--- src/rtl/core/npm3d_pkg.sv ---
// Shared types and constants for the 3D nearest point match block.
`timescale 1ns / 1ps

package npm3d_pkg;

  // Field widths
  localparam int COORD_W = 24;
  localparam int DIST_W  = 50;
  localparam int INDEX_W = 10;
  localparam int OP_W    = 2;
  localparam int POINT_W = 3 * COORD_W;

  // Operation codes
  localparam logic [OP_W-1:0] OP_LOAD  = 2'd0;
  localparam logic [OP_W-1:0] OP_QUERY = 2'd1;
  localparam logic [OP_W-1:0] OP_CLEAR = 2'd2;

  // Commands from the controller to the datapath
  typedef struct packed {
    logic load;    // append input point to the store
    logic clear;   // empty the store
    logic start;   // latch query, reset best match and read address
    logic issue;   // read the next stored point into the pipeline
    logic finish;  // write the result word into the output register
  } npm3d_cmd_t;

  // Status from the datapath to the controller
  typedef struct packed {
    logic count_zero;  // store is empty
    logic issue_last;  // current read address is the last stored point
    logic pipe_empty;  // no point in flight in the distance pipeline
    logic out_free;    // output register can take a new word this cycle
  } npm3d_status_t;

endpackage

--- src/rtl/core/npm3d_ctrl.sv ---
// Controller state machine for the 3D nearest point match block.
`timescale 1ns / 1ps

module npm3d_ctrl (
  input  logic                          clk,
  input  logic                          rst,
  input  logic                          in_valid,
  output logic                          in_stall,
  input  logic [npm3d_pkg::OP_W-1:0]    op,
  input  npm3d_pkg::npm3d_status_t      status,
  output npm3d_pkg::npm3d_cmd_t         cmd
);

  typedef enum logic [1:0] {
    ST_IDLE,
    ST_WALK,
    ST_DRAIN,
    ST_DONE
  } state_t;

  state_t state;
  state_t state_next;

  // Decode input words and sequence the store walk
  always_comb begin
    cmd        = '0;
    state_next = state;
    in_stall   = (state != ST_IDLE);
    case (state)
      ST_IDLE: begin
        if (in_valid) begin
          case (op)
            npm3d_pkg::OP_LOAD: begin
              cmd.load = 1'b1;
            end
            npm3d_pkg::OP_CLEAR: begin
              cmd.clear = 1'b1;
            end
            npm3d_pkg::OP_QUERY: begin
              cmd.start  = 1'b1;
              state_next = status.count_zero ? ST_DONE : ST_WALK;
            end
            default: ;
          endcase
        end
      end
      ST_WALK: begin
        cmd.issue = 1'b1;
        if (status.issue_last) begin
          state_next = ST_DRAIN;
        end
      end
      ST_DRAIN: begin
        if (status.pipe_empty) begin
          state_next = ST_DONE;
        end
      end
      ST_DONE: begin
        if (status.out_free) begin
          cmd.finish = 1'b1;
          state_next = ST_IDLE;
        end
      end
      default: begin
        state_next = ST_IDLE;
      end
    endcase
  end

  // Hold state
  always_ff @(posedge clk) begin
    if (rst) begin
      state <= ST_IDLE;
    end else begin
      state <= state_next;
    end
  end

endmodule

--- config.mk ---
export PLATFORM = sky130hd
export DESIGN_NAME = npm3d_ctrl
export DESIGN_NICKNAME = d
export VERILOG_FILES = /design/src/rtl/core/npm3d_pkg.sv /design/src/rtl/core/npm3d_ctrl.sv
export SDC_FILE = /design/constraint.sdc
export NUM_CORES = 1
export LEC_CHECK = 0
export BUFFER_PORTS_ARGS = -buffer_cell sky130_fd_sc_hd__buf_2
export CORE_AREA = 2 2 39 41
export CTS_BUF_LIST = sky130_fd_sc_hd__clkbuf_8
export CTS_CLUSTER_SIZE = 25
export DETAILED_ROUTE_END_ITERATION = 12
export DIE_AREA = 0 0 41 43
export SKIP_CTS_REPAIR_TIMING = 1
export SLEW_MARGIN = 20
export SYNTH_ARGS = -nofsm -noshare
export SYNTH_HDL_FRONTEND = slang
export SYNTH_SLANG_ARGS = --single-unit
--- constraint.sdc ---
create_clock -name clk -period 2.3 [get_ports clk]
set_clock_uncertainty 0.15 [all_clocks]
set_input_delay 0 -clock clk [delete_from_list [all_inputs] [get_ports clk]]
set_output_delay 0 -clock clk [all_outputs]
set_load 0.005 [all_outputs]
== Word-level counts from Yosys, hierarchy flattened ==
Index checks and enable logic that the tools add are counted.

* Input port bits: 9
* Flip-flop bits (word level): 2
* Word-level logic and storage cells: 30
* Output and inout bits: 6

* Eq/ne operators: 10
* Mux-type cells: 15
* Reductions and logical operators: 4

{| class="wikitable"
|+ Operator list
! cell !! count
|-
| $mux W2 || 6
|-
| $ne A2 B2 Y1 const B || 4
|-
| $pmux W2 S4 || 1
|-
| $eq A2 B2 Y1 const B || 3
|-
| $mux W1 || 6
|-
| $mux W3 || 2
|-
| $reduce_and A5 Y1 || 1
|-
| $eq A2 B1 Y1 const B || 2
|-
| $logic_not A2 Y1 || 2
|-
| $ne A2 B1 Y1 const B || 1
|-
| $reduce_bool A2 Y1 || 1
|}

== Logic depth before layout (Yosys ltp) ==
Gate-level depths: netlist (run 1).

* Depth after elaboration: 4
* Mapped depth: 5
* Depth with buffers taken out: 5

== Least setup slack after synthesis (run 1) ==
Ideal clock, no wire load.

* Path kind: register to register
* From: register state[1]
* To: register state[1]
* Path buffers: 0
* Setup time: 0.121 ns
* Data required time: 2.029 ns
* Period minus slack after synthesis: 1.771 ns
* Data arrival time: 1.500 ns
* Slack: 0.529 ns
* Cell stages (with the launch flop): 6
* Cell sequence: dfxtp_1 -> inv_1 -> ha_1 -> and2b_2 -> a2111oi_4 -> mux2_4

* Cells in the longest elaborated chain, start to end: 3
* Elaborated cells on any way between the ends: 11
* Classes of those cells: 8 x eq/ne; 1 x mux; 2 x reduce/logical

{| class="wikitable"
|+ RTL lines
! item !! line !! text
|-
| start, declared || npm3d_ctrl.sv:21 || <nowiki>state_t state;</nowiki>
|-
| start signal, assigned || npm3d_ctrl.sv:75 || <nowiki>state <= state_next;</nowiki>
|-
| $eq A2 B1 Y1, or another cell as far along || npm3d_ctrl.sv:29 || <nowiki>case (state)</nowiki>
|-
| $ne A2 B2 Y1 (no line) / $ne A2 B1 Y1 (equally long branches) || n/a ||
|-
| $reduce_and A5 Y1 (no line) || n/a ||
|}

Parallel ways exist; a longest one is shown, timed or not.
A chain may end at the register's enable or synchronous reset.

== Worst setup path after layout (run 1) ==
Ends and elaborated chain as after synthesis.

==> results of run 1 <==
## metal layers
layer / track usage (%) / routed length (um)
met1: 6.07 / 188
met2: 10.3 / 220
met3: 3.14 / 69
met4: 16.0 / 49
met5: 0 / 0
## through the flow
stage                     setup WS, ns  area (um2)  power (mW)  util [%]  hold WS (ns)
after floorplan                  0.529         269       0.262         -        -0.117
after global placement           0.451         359       0.326      25.9         0.119
after detailed placement         0.442         359       0.330      25.9         0.121
after CTS                        0.437         400       0.472      28.9       -0.0286
after global routing             0.341         410       0.510      29.7        0.0736
final                            0.466         410       0.463      29.7        0.0223
## cell families (layout without fill, tap and decap cells)
logic type                 after synthesis  count (layout)  share of synthesized area (%)
AOI/OAI and AO/OA                        2               2                           13.0
adders and majority gates                5               5                           23.3
buffers and inverters                    3              21                           4.19
DFF                                      2               2                           14.9
muxes                                    3               3                           13.0
and+or+nand+nor                         12              12                           31.6
## synthesized netlist by cell type (all sizes together)
master / instances
ha: 5
inv: 3
nor2b: 2
o21bai: 1
mux2: 1
mux2i: 2
nand2: 1
dfxtp: 2
and2b: 1
nor3: 1
and2: 1
a2111oi: 1
nor2: 2
nand2b: 1
nand3b: 1
nor3b: 2
## power breakdown
part	leakage, nW	total, mW	internal, mW	switching (mW)
sequential	0.0165	0.0676	0.0526	0.0150
combinational	0.183	0.257	0.139	0.118
clock	0.0216	0.139	0.111	0.0282
total	0.221	0.463	0.303	0.161
## critical path: cells and delay by family, from the launching register on
family / cells / cell delay (ns)
compound gates: 1 / 0.39
fa+ha+maj: 1 / 0.20
buf+inv: 1 / 0.09
flops: 1 / 0.34
mux: 1 / 0.33
simple gates: 1 / 0.21
## layout make-up
type                            count  share of cell area (%)
Inverter                            3                    2.74
Clock buffer                        3                    10.1
Timing Repair Buffer               15                    19.5
Sequential cell                     2                    9.76
Tap cell                           16                    4.88
Multi-Input combinational cell     22                    53.0
## worst min path at each step
| stage | from | to | slack, ns | depth (start not counted) |
|---|---|---|---|---|
| 2_1_floorplan | op[0] | cmd[3] | -0.12 | 1 |
| 3_3_place_gp | op[1] | cmd[4] | 0.12 | 3 |
| 3_5_place_dp | op[1] | cmd[4] | 0.12 | 3 |
| 4_1_cts | rst | state[0] | -0.03 | 3 |
| 5_1_grt | status[3] | state[1] | 0.07 | 4 |
| 6_report | status[3] | state[1] | 0.02 | 4 |
==> summary.md, run 1 <==
| Metric | Value |
|---|---|
| FF/Latch Area | 40.0 um2 |
| Multi-input logic area | 218 um2 |
| Worst Path Required | 2.24 ns |
| Synthesis-to-finish area growth | 52.6% |
| Final critical-path required period | 1.83 ns |
| Clk_lat worst skew | 0.21 ns |
| Placer Congestion | 0.660 |
| Reg2Reg Setup Slack | 0.47 ns |
| Root Driver | clkbuf_8 |
| # diodes | 0 |
| Power Dens Cells | 1130 nW/um2 |
| Measured slew at the worst slew-check pin | 0.339 ns |
| CP arrival | 1.78 ns |
| Die W | 41 um |
| TNS Setup | 0 ns |
| Antenna Nets Post-Route | 0 |
| Crit path max fanout | 4 |
| Sequential area share after synthesis | 14.9% |
| Antenna violations before repair | 0 |
| Most frequent cells in the layout | 14 x buf_2, 5 x ha_1, 3 x inv_1, 3 x clkbuf_8 |
| Worst min path class | in2reg |
| Crit. Startpoint | state[1] |
| Initial Util | 19.4% |
| Vias | 258 |
| Pre-antenna DRT Iters | 2 |
| Core ar. | 1380 um2 |
| FF-to-FF Start | state[1] |
| Die Y | 43 um |
| Largest register FFs | 2 |
| Biggest register | state |
| Synth area leaders | ha_1 23%, dfxtp_1 15%, a2111oi_4 10%, mux2i_1 7.4%, nand3b_4 7.4% |
| Slew Viols, Final | 0 |
| Layout fillers | 164 |
| Total GRT Usage | 8.22% |
| First-pass GRT wire length | 786 um |
| CTS H-tree depth | 1 |
| Startpoint class of the critical path | flop |
| CTS sink count | 2 |
| Largest net degree at the start of global routing | 5 |
| Worst reg-to-reg path cell count | 5 |
| Critical Path End | state[1] |
| Average wire per standard cell | 8.64 um |
| Cell count after synthesis | 27 |
| Lkg Pwr | 0.221 nW |
| Routed vias/inst | 4.23 |
| # DRC | 0 |
| Synthesized cell area | 269 um2 |
| Worst-path cell chain | inv_1 -> ha_1 -> and2b_2 -> a2111oi_4 -> mux2_4 |
| Ports | 15 |
| Slew HR | 77.4% |
| Cells after DPL | 57 |
| Fmax | 0.545 GHz |
| Setup crit end kind | flop |
| Longest Clk Path Bufs | 2 |
| Syn Area/Cell | 9.96 um2 |
| Initial DRC count | 2 |
| Ratio of cells with drive above 1 in the final layout | 46.7% |
| Fin cells | 61 |
| Setup-failing EPs final | 0 |
| Slowest-stage cell, CP | a2111oi_4 |
| Period utilization | 79.7% |
| Max incr delay on CP | 0.39 ns |
| Final Hold Viols | 0 |
| Number of global-route vias before repair | 226 |
| Area of the die | 1760 um2 |
| Synth warn | 0 |
| Max cap viols | 0 |
| PortBufs | 14 |
| Syn nets | 41 |
| Worst-path clk slew | 0.03 ns |
| Post-synth top area cell | ha_1 |
| RR Endpoint | state[1] |
| Commonest non-fill, non-tap cell in the layout | buf_2 |
| CTS Buf Count | 3 |
| Outcome | completed |
| Core Rows | 14 |
| Synth Register Bits | 2 |
| Top flop regs | state x2 |
| CTS tree | done |
| Total gr overflow | 0 |
| WS Path Type | reg2reg |
| RSZ-0062 raised after global routing | no |
| Detailed Route WL | 527 um |
| Nets@finish | 61 |
| Synth top area share | 23.3% |
| Dpl hpwl | 452 um |
| VDD IR max | 0.000272 V |
| Post-synthesis cell type count | 16 |
Note: power is estimated with default switching activity, not from simulation.
==> run 2, diff against run 1 <==
clock period = 1.6 ns   (was 2.3 ns; I/O delays follow)
==> summary.md, run 2 (synthesized netlist as in run 1, its figures left out) <==
| Metric | Value |
|---|---|
| Root Driver | clkbuf_8 |
| Worst min path class | in2reg |
| Die W | 41 um (unchanged) |
| CP arrival | 1.55 ns (-0.23 ns) |
| Routed vias/inst | 3.94 (-6.9%) |
| Slew HR | 80.3% (+2.9 points) |
| Pwr Total | 0.854 mW (+84%) |
| VDD IR max | 0.000656 V (+140%) |
| Top delay family on crit path | flip-flops |
| Power Dens Cells | 1670 nW/um2 (+48%) |
| Fin cells | 66 (+8.2%) |
| Worst Path Buf+Inv | 0 (-1) |
| Violated checks | negative setup slack |
| Fmax | 0.620 GHz (+14%) |
| Slew Viols, Final | 0 (unchanged) |
| Antenna Nets Post-Route | 0 (unchanged) |
| # DRC | 0 (unchanged) |
| Dpl hpwl | 476 um (+5.4%) |
| Crit path max fanout | 4 (unchanged) |
| First-pass GRT wire length | 814 um (+3.6%) |
| Lkg Pwr | 0.248 nW (+12%) |
| WS Path Type | reg2reg |
| Core Rows | 14 (unchanged) |
| Worst Path Required | 1.54 ns (-0.70 ns) |
| Total GRT Usage | 7.72% (-0.50 points) |
| Measured slew at the worst slew-check pin | 0.295 ns (-0.0440 ns) |
| Synthesis-to-finish area growth | 89.8% |
| Cells after DPL | 62 (+8.8%) |
| Final Hold Viols | 0 (unchanged) |
| Pre-antenna DRT Iters | 2 (unchanged) |
| Slowest-stage cell, CP | dfxtp_4 |
| Commonest non-fill, non-tap cell in the layout | buf_2 |
| Setup crit end kind | flop |
| CTS tree | done |
| Vias | 260 (+0.78%) |
| Hold_ws | 0.0415 ns (+0.0192 ns) |
| RSZ-0062 raised after global routing | yes |
| Detailed Route WL | 575 um (+9.1%) |
| Initial Util | 19.4% (unchanged) |
| Period utilization | 101% (+21 points) |
| Largest net degree at the start of global routing | 5 (unchanged) |
| Clk_lat worst skew | 0.21 ns (about the same) |
| Hold Startpoint | status[3] |
| Initial DRC count | 2 (unchanged) |
| Max incr delay on CP | 0.36 ns (-0.03 ns) |
| Total gr overflow | 0 (unchanged) |
| Place WS | -0.0215 ns (-0.464 ns) |
| PortBufs | 14 (unchanged) |
| Startpoint class of the critical path | flop |
| CTS sink count | 2 (unchanged) |
| Outcome | finished, violations left |
| Antenna violations before repair | 0 (unchanged) |
| Ports | 15 (unchanged) |
| Number of global-route vias before repair | 235 (+4.0%) |
| Setup-failing EPs final | 1 (+1) |
| Worst-path cell chain | ha_2 -> nor2b_4 -> a2111oi_4 -> mux2_4 |
| Reg2Reg Setup Slack | -0.01 ns (-0.48 ns) |
| Area of the die | 1760 um2 (unchanged) |
| Max cap viols | 0 (unchanged) |
| Biggest register | state |
| Core ar. | 1380 um2 (unchanged) |
| Longest Clk Path Bufs | 2 (unchanged) |
| FF-to-FF Start | state[0] |
| Largest register FFs | 2 (unchanged) |
| Worst-path clk slew | 0.03 ns (about the same) |
| Most frequent cells in the layout | 14 x buf_2, 5 x buf_4, 3 x clkbuf_8 |
| Ratio of cells with drive above 1 in the final layout | 74.0% (+27 points) |
| Top flop regs | state x2 |
| CTS Buf Count | 3 (unchanged) |
| # diodes | 0 (unchanged) |
| Fin worst setup slack | -0.0122 ns (-0.479 ns) |
| Nets@finish | 66 (+8.2%) |
| Die Y | 43 um (unchanged) |
| TNS Setup | -0.0122 ns (-0.0122 ns) |
| Crit. Startpoint | state[0] |
| CTS H-tree depth | 1 (unchanged) |
| Final critical-path required period | 1.61 ns (-0.221 ns) |
| Placer Congestion | 0.730 (+11%) |
| Average wire per standard cell | 8.71 um (+0.84%) |
run 2: worst paths after layout:
kind                            depth (start not counted)       end
worst max-delay path                                    4  state[1]
worst min-delay path                                    4  state[1]
worst max register to register                          4  state[1]
worst min register to register                          2  state[0]
run 2: routing by layer:
metal	vias up	track usage, %	share of wire, %
met3	0	6.28	9.2
li1	138	-	-
met5	-	0	0
met2	14	10.6	49
met1	108	7.03	42
met4	0	6.00	0
run 2: worst register-to-register path, cell delays in order, from the launching register on:
cell and delay (ns):
dfxtp_4 0.36, ha_2 0.19, nor2b_4 0.13, a2111oi_4 0.35, mux2_4 0.33
run 2: layout make-up:
class / instances / area, um2
clock buffers: 3 / 41.3
fillers: 151 / 873
inverters: 3 / 16.3
multi-input cells: 22 / 268
flip-flops and latches: 2 / 47.5
well taps: 16 / 20.0
repair buffers: 20 / 118
run 2: metrics by stage:
stage	cell area, um2	util, %
after floorplan	292	-
after global placement	419	30.3
after detailed placement	419	30.3
after CTS	460	33.3
after global routing	510	36.9
final	510	36.9
run 2: power by group:
part,internal (mW),total (mW),leakage (nW),switching (mW)
Combinational,0.317,0.520,0.208,0.203
Sequential,0.0909,0.139,0.0178,0.0484
Clock,0.159,0.195,0.0216,0.0359
==> run 3, diff against run 2 <==
BUFFER_PORTS_ARGS = -buffer_cell sky130_fd_sc_hd__buf_4   (was -buffer_cell sky130_fd_sc_hd__buf_2)
==> summary.md, run 3 (synthesized netlist as in run 1, its figures left out) <==
| Metric | Value |
|---|---|
| Critical Path Stages | 4 (unchanged) |
| Vias | 264 (+1.5%) |
| Sw Share | 32.7% (-0.98 points) |
| Register share of total power | 15.5% (-0.8 points) |
| Final Cell Area | 553 um2 (+8.3%) |
| CTS Buf Count | 3 (unchanged) |
| Antenna Nets Post-Route | 0 (unchanged) |
| Worst Path Buf+Inv | 0 (unchanged) |
| Clk_lat worst skew | 0.21 ns (about the same) |
| Largest register FFs | 2 (unchanged) |
| P_int | 0.611 mW (+7.8%) |
| Commonest non-fill, non-tap cell in the layout | buf_4 |
| Fin cells | 67 (+1.5%) |
| Slew HR | 79.0% (-1.3 points) |
| Number of global-route vias before repair | 239 (+1.7%) |
| CP arrival | 1.57 ns (+0.02 ns) |
| Worst-path cell chain | ha_2 -> nor2b_4 -> a2111oi_4 -> mux2_4 |
| Detailed Route WL | 609 um (+5.9%) |
| Cells after DPL | 63 (+1.6%) |
| Largest net degree at the start of global routing | 5 (unchanged) |
| P_sw | 0.297 mW (+3.1%) |
| Biggest register | state |
| Fmax | 0.613 GHz (-1.1%) |
| Power Dens Cells | 1640 nW/um2 (-2.0%) |
| Place WS | -0.0379 ns (-0.0164 ns) |
| Slowest-stage cell, CP | dfxtp_4 |
| Final Hold Viols | 0 (unchanged) |
| Outcome | finished, violations left |
| Nets@finish | 67 (+1.5%) |
| Top delay family on crit path | flip-flops |
| Setup-failing EPs final | 1 (unchanged) |
| Total gr overflow | 0 (unchanged) |
| Worst Path Required | 1.54 ns (about the same) |
| VDD IR max | 0.000600 V (-8.5%) |
| Initial DRC count | 0 (-2) |
| Hold Path Depth | 4 (unchanged) |
| Pwr Total | 0.907 mW (+6.2%) |
| Startpoint class of the critical path | flop |
| CTS H-tree depth | 1 (unchanged) |
| Area of the die | 1760 um2 (unchanged) |
| Core Rows | 14 (unchanged) |
| Period utilization | 102% (+1.1 points) |
| Final core utilization | 40.0% (+3.1 points) |
| Core ar. | 1380 um2 (unchanged) |
| # diodes | 0 (unchanged) |
| Antenna violations before repair | 0 (unchanged) |
| CTS tree | done |
| RSZ-0062 raised after global routing | yes |
| Violated checks | negative setup slack |
| Ports | 15 (unchanged) |
| Ratio of cells with drive above 1 in the final layout | 74.5% (+0.51 points) |
| Clock power share | 21.4% (-1.4 points) |
| Final critical-path required period | 1.63 ns (+0.0179 ns) |
| First-pass GRT wire length | 862 um (+5.9%) |
| Measured slew at the worst slew-check pin | 0.314 ns (+0.0195 ns) |
| Max incr delay on CP | 0.36 ns (about the same) |
| Routed vias/inst | 3.94 (about the same) |
| Worst min path class | in2reg |
| Comb pwr share | 63.1% (+2.2 points) |
| Hold_ws | 0.0249 ns (-0.0166 ns) |
| Top flop regs | state x2 |
| Pre-antenna DRT Iters | 1 (-1) |
| WS Path Type | reg2reg |
| Fin worst setup slack | -0.0301 ns (-0.0179 ns) |
| Longest Clk Path Bufs | 2 (unchanged) |
| DP Area | 462 um2 (+10%) |
| Slew Viols, Final | 0 (unchanged) |
| Synthesis-to-finish area growth | 106% |
| Lkg Pwr | 0.260 nW (+5.2%) |
| Average wire per standard cell | 9.09 um (+4.3%) |
| Max cap viols | 0 (unchanged) |
| Die W | 41 um (unchanged) |
| Dpl hpwl | 505 um (+6.1%) |
| Worst reg-to-reg path cell count | 4 (unchanged) |
| Crit path max fanout | 4 (unchanged) |
| TNS Setup | -0.0301 ns (-0.0179 ns) |
| PortBufs | 14 (unchanged) |
| Setup crit end kind | flop |
| Worst-path clk slew | 0.03 ns (about the same) |
| CTS sink count | 2 (unchanged) |
| Root Driver | clkbuf_8 |
| Most frequent cells in the layout | 20 x buf_4, 3 x clkbuf_8 |
| Total GRT Usage | 7.41% (-0.30 points) |
| Placer Congestion | 0.712 (-2.5%) |
| Die Y | 43 um (unchanged) |
| Initial Util | 19.4% (unchanged) |
| # DRC | 0 (unchanged) |
-- run 3: cell count changes in the layout (fill, tap and decap cells not counted), sizes merged --
cell	previous run	this run
buf	19	20
-- run 3: worst reg2reg max path, cell delays in order, from the launching register on --
cell and delay (ns):
dfxtp_4 0.36, ha_2 0.18, nor2b_4 0.12, a2111oi_4 0.37
mux2_4 0.33
-- run 3: routing by layer --
metal,vias to the layer above,track usage [%],wire length (um)
li1,141,-,-
met1,111,8.31,255
met2,12,11.3,289
met3,0,3.14,64
met4,0,4.00,0
met5,-,0,0
-- run 3: layout make-up --
type	count	area, um2
inverters	3	16.3
clock buffers	3	41.3
multi-input cells	22	268
fillers	143	831
well taps	16	20.0
flip-flops and latches	2	47.5
repair buffers	21	160
-- run 3: final timing paths --
path                   from        to  slack, ns
setup / recovery   state[0]  state[1]      -0.03
hold / removal    status[3]  state[1]       0.02
setup reg to reg   state[0]  state[1]      -0.03
hold reg to reg    state[0]  state[0]       0.38
-- run 3: power by group through the flow --
stage / clock [mW] / combinational [mW] / sequential, mW
4_1_cts: 0.199 / 0.543 / 0.111
5_1_grt: 0.206 / 0.640 / 0.147
2_1_floorplan: 0 / 0.297 / 0.104
3_5_place_dp: 0 / 0.542 / 0.111
6_report: 0.194 / 0.572 / 0.141
3_3_place_gp: 0 / 0.537 / 0.110
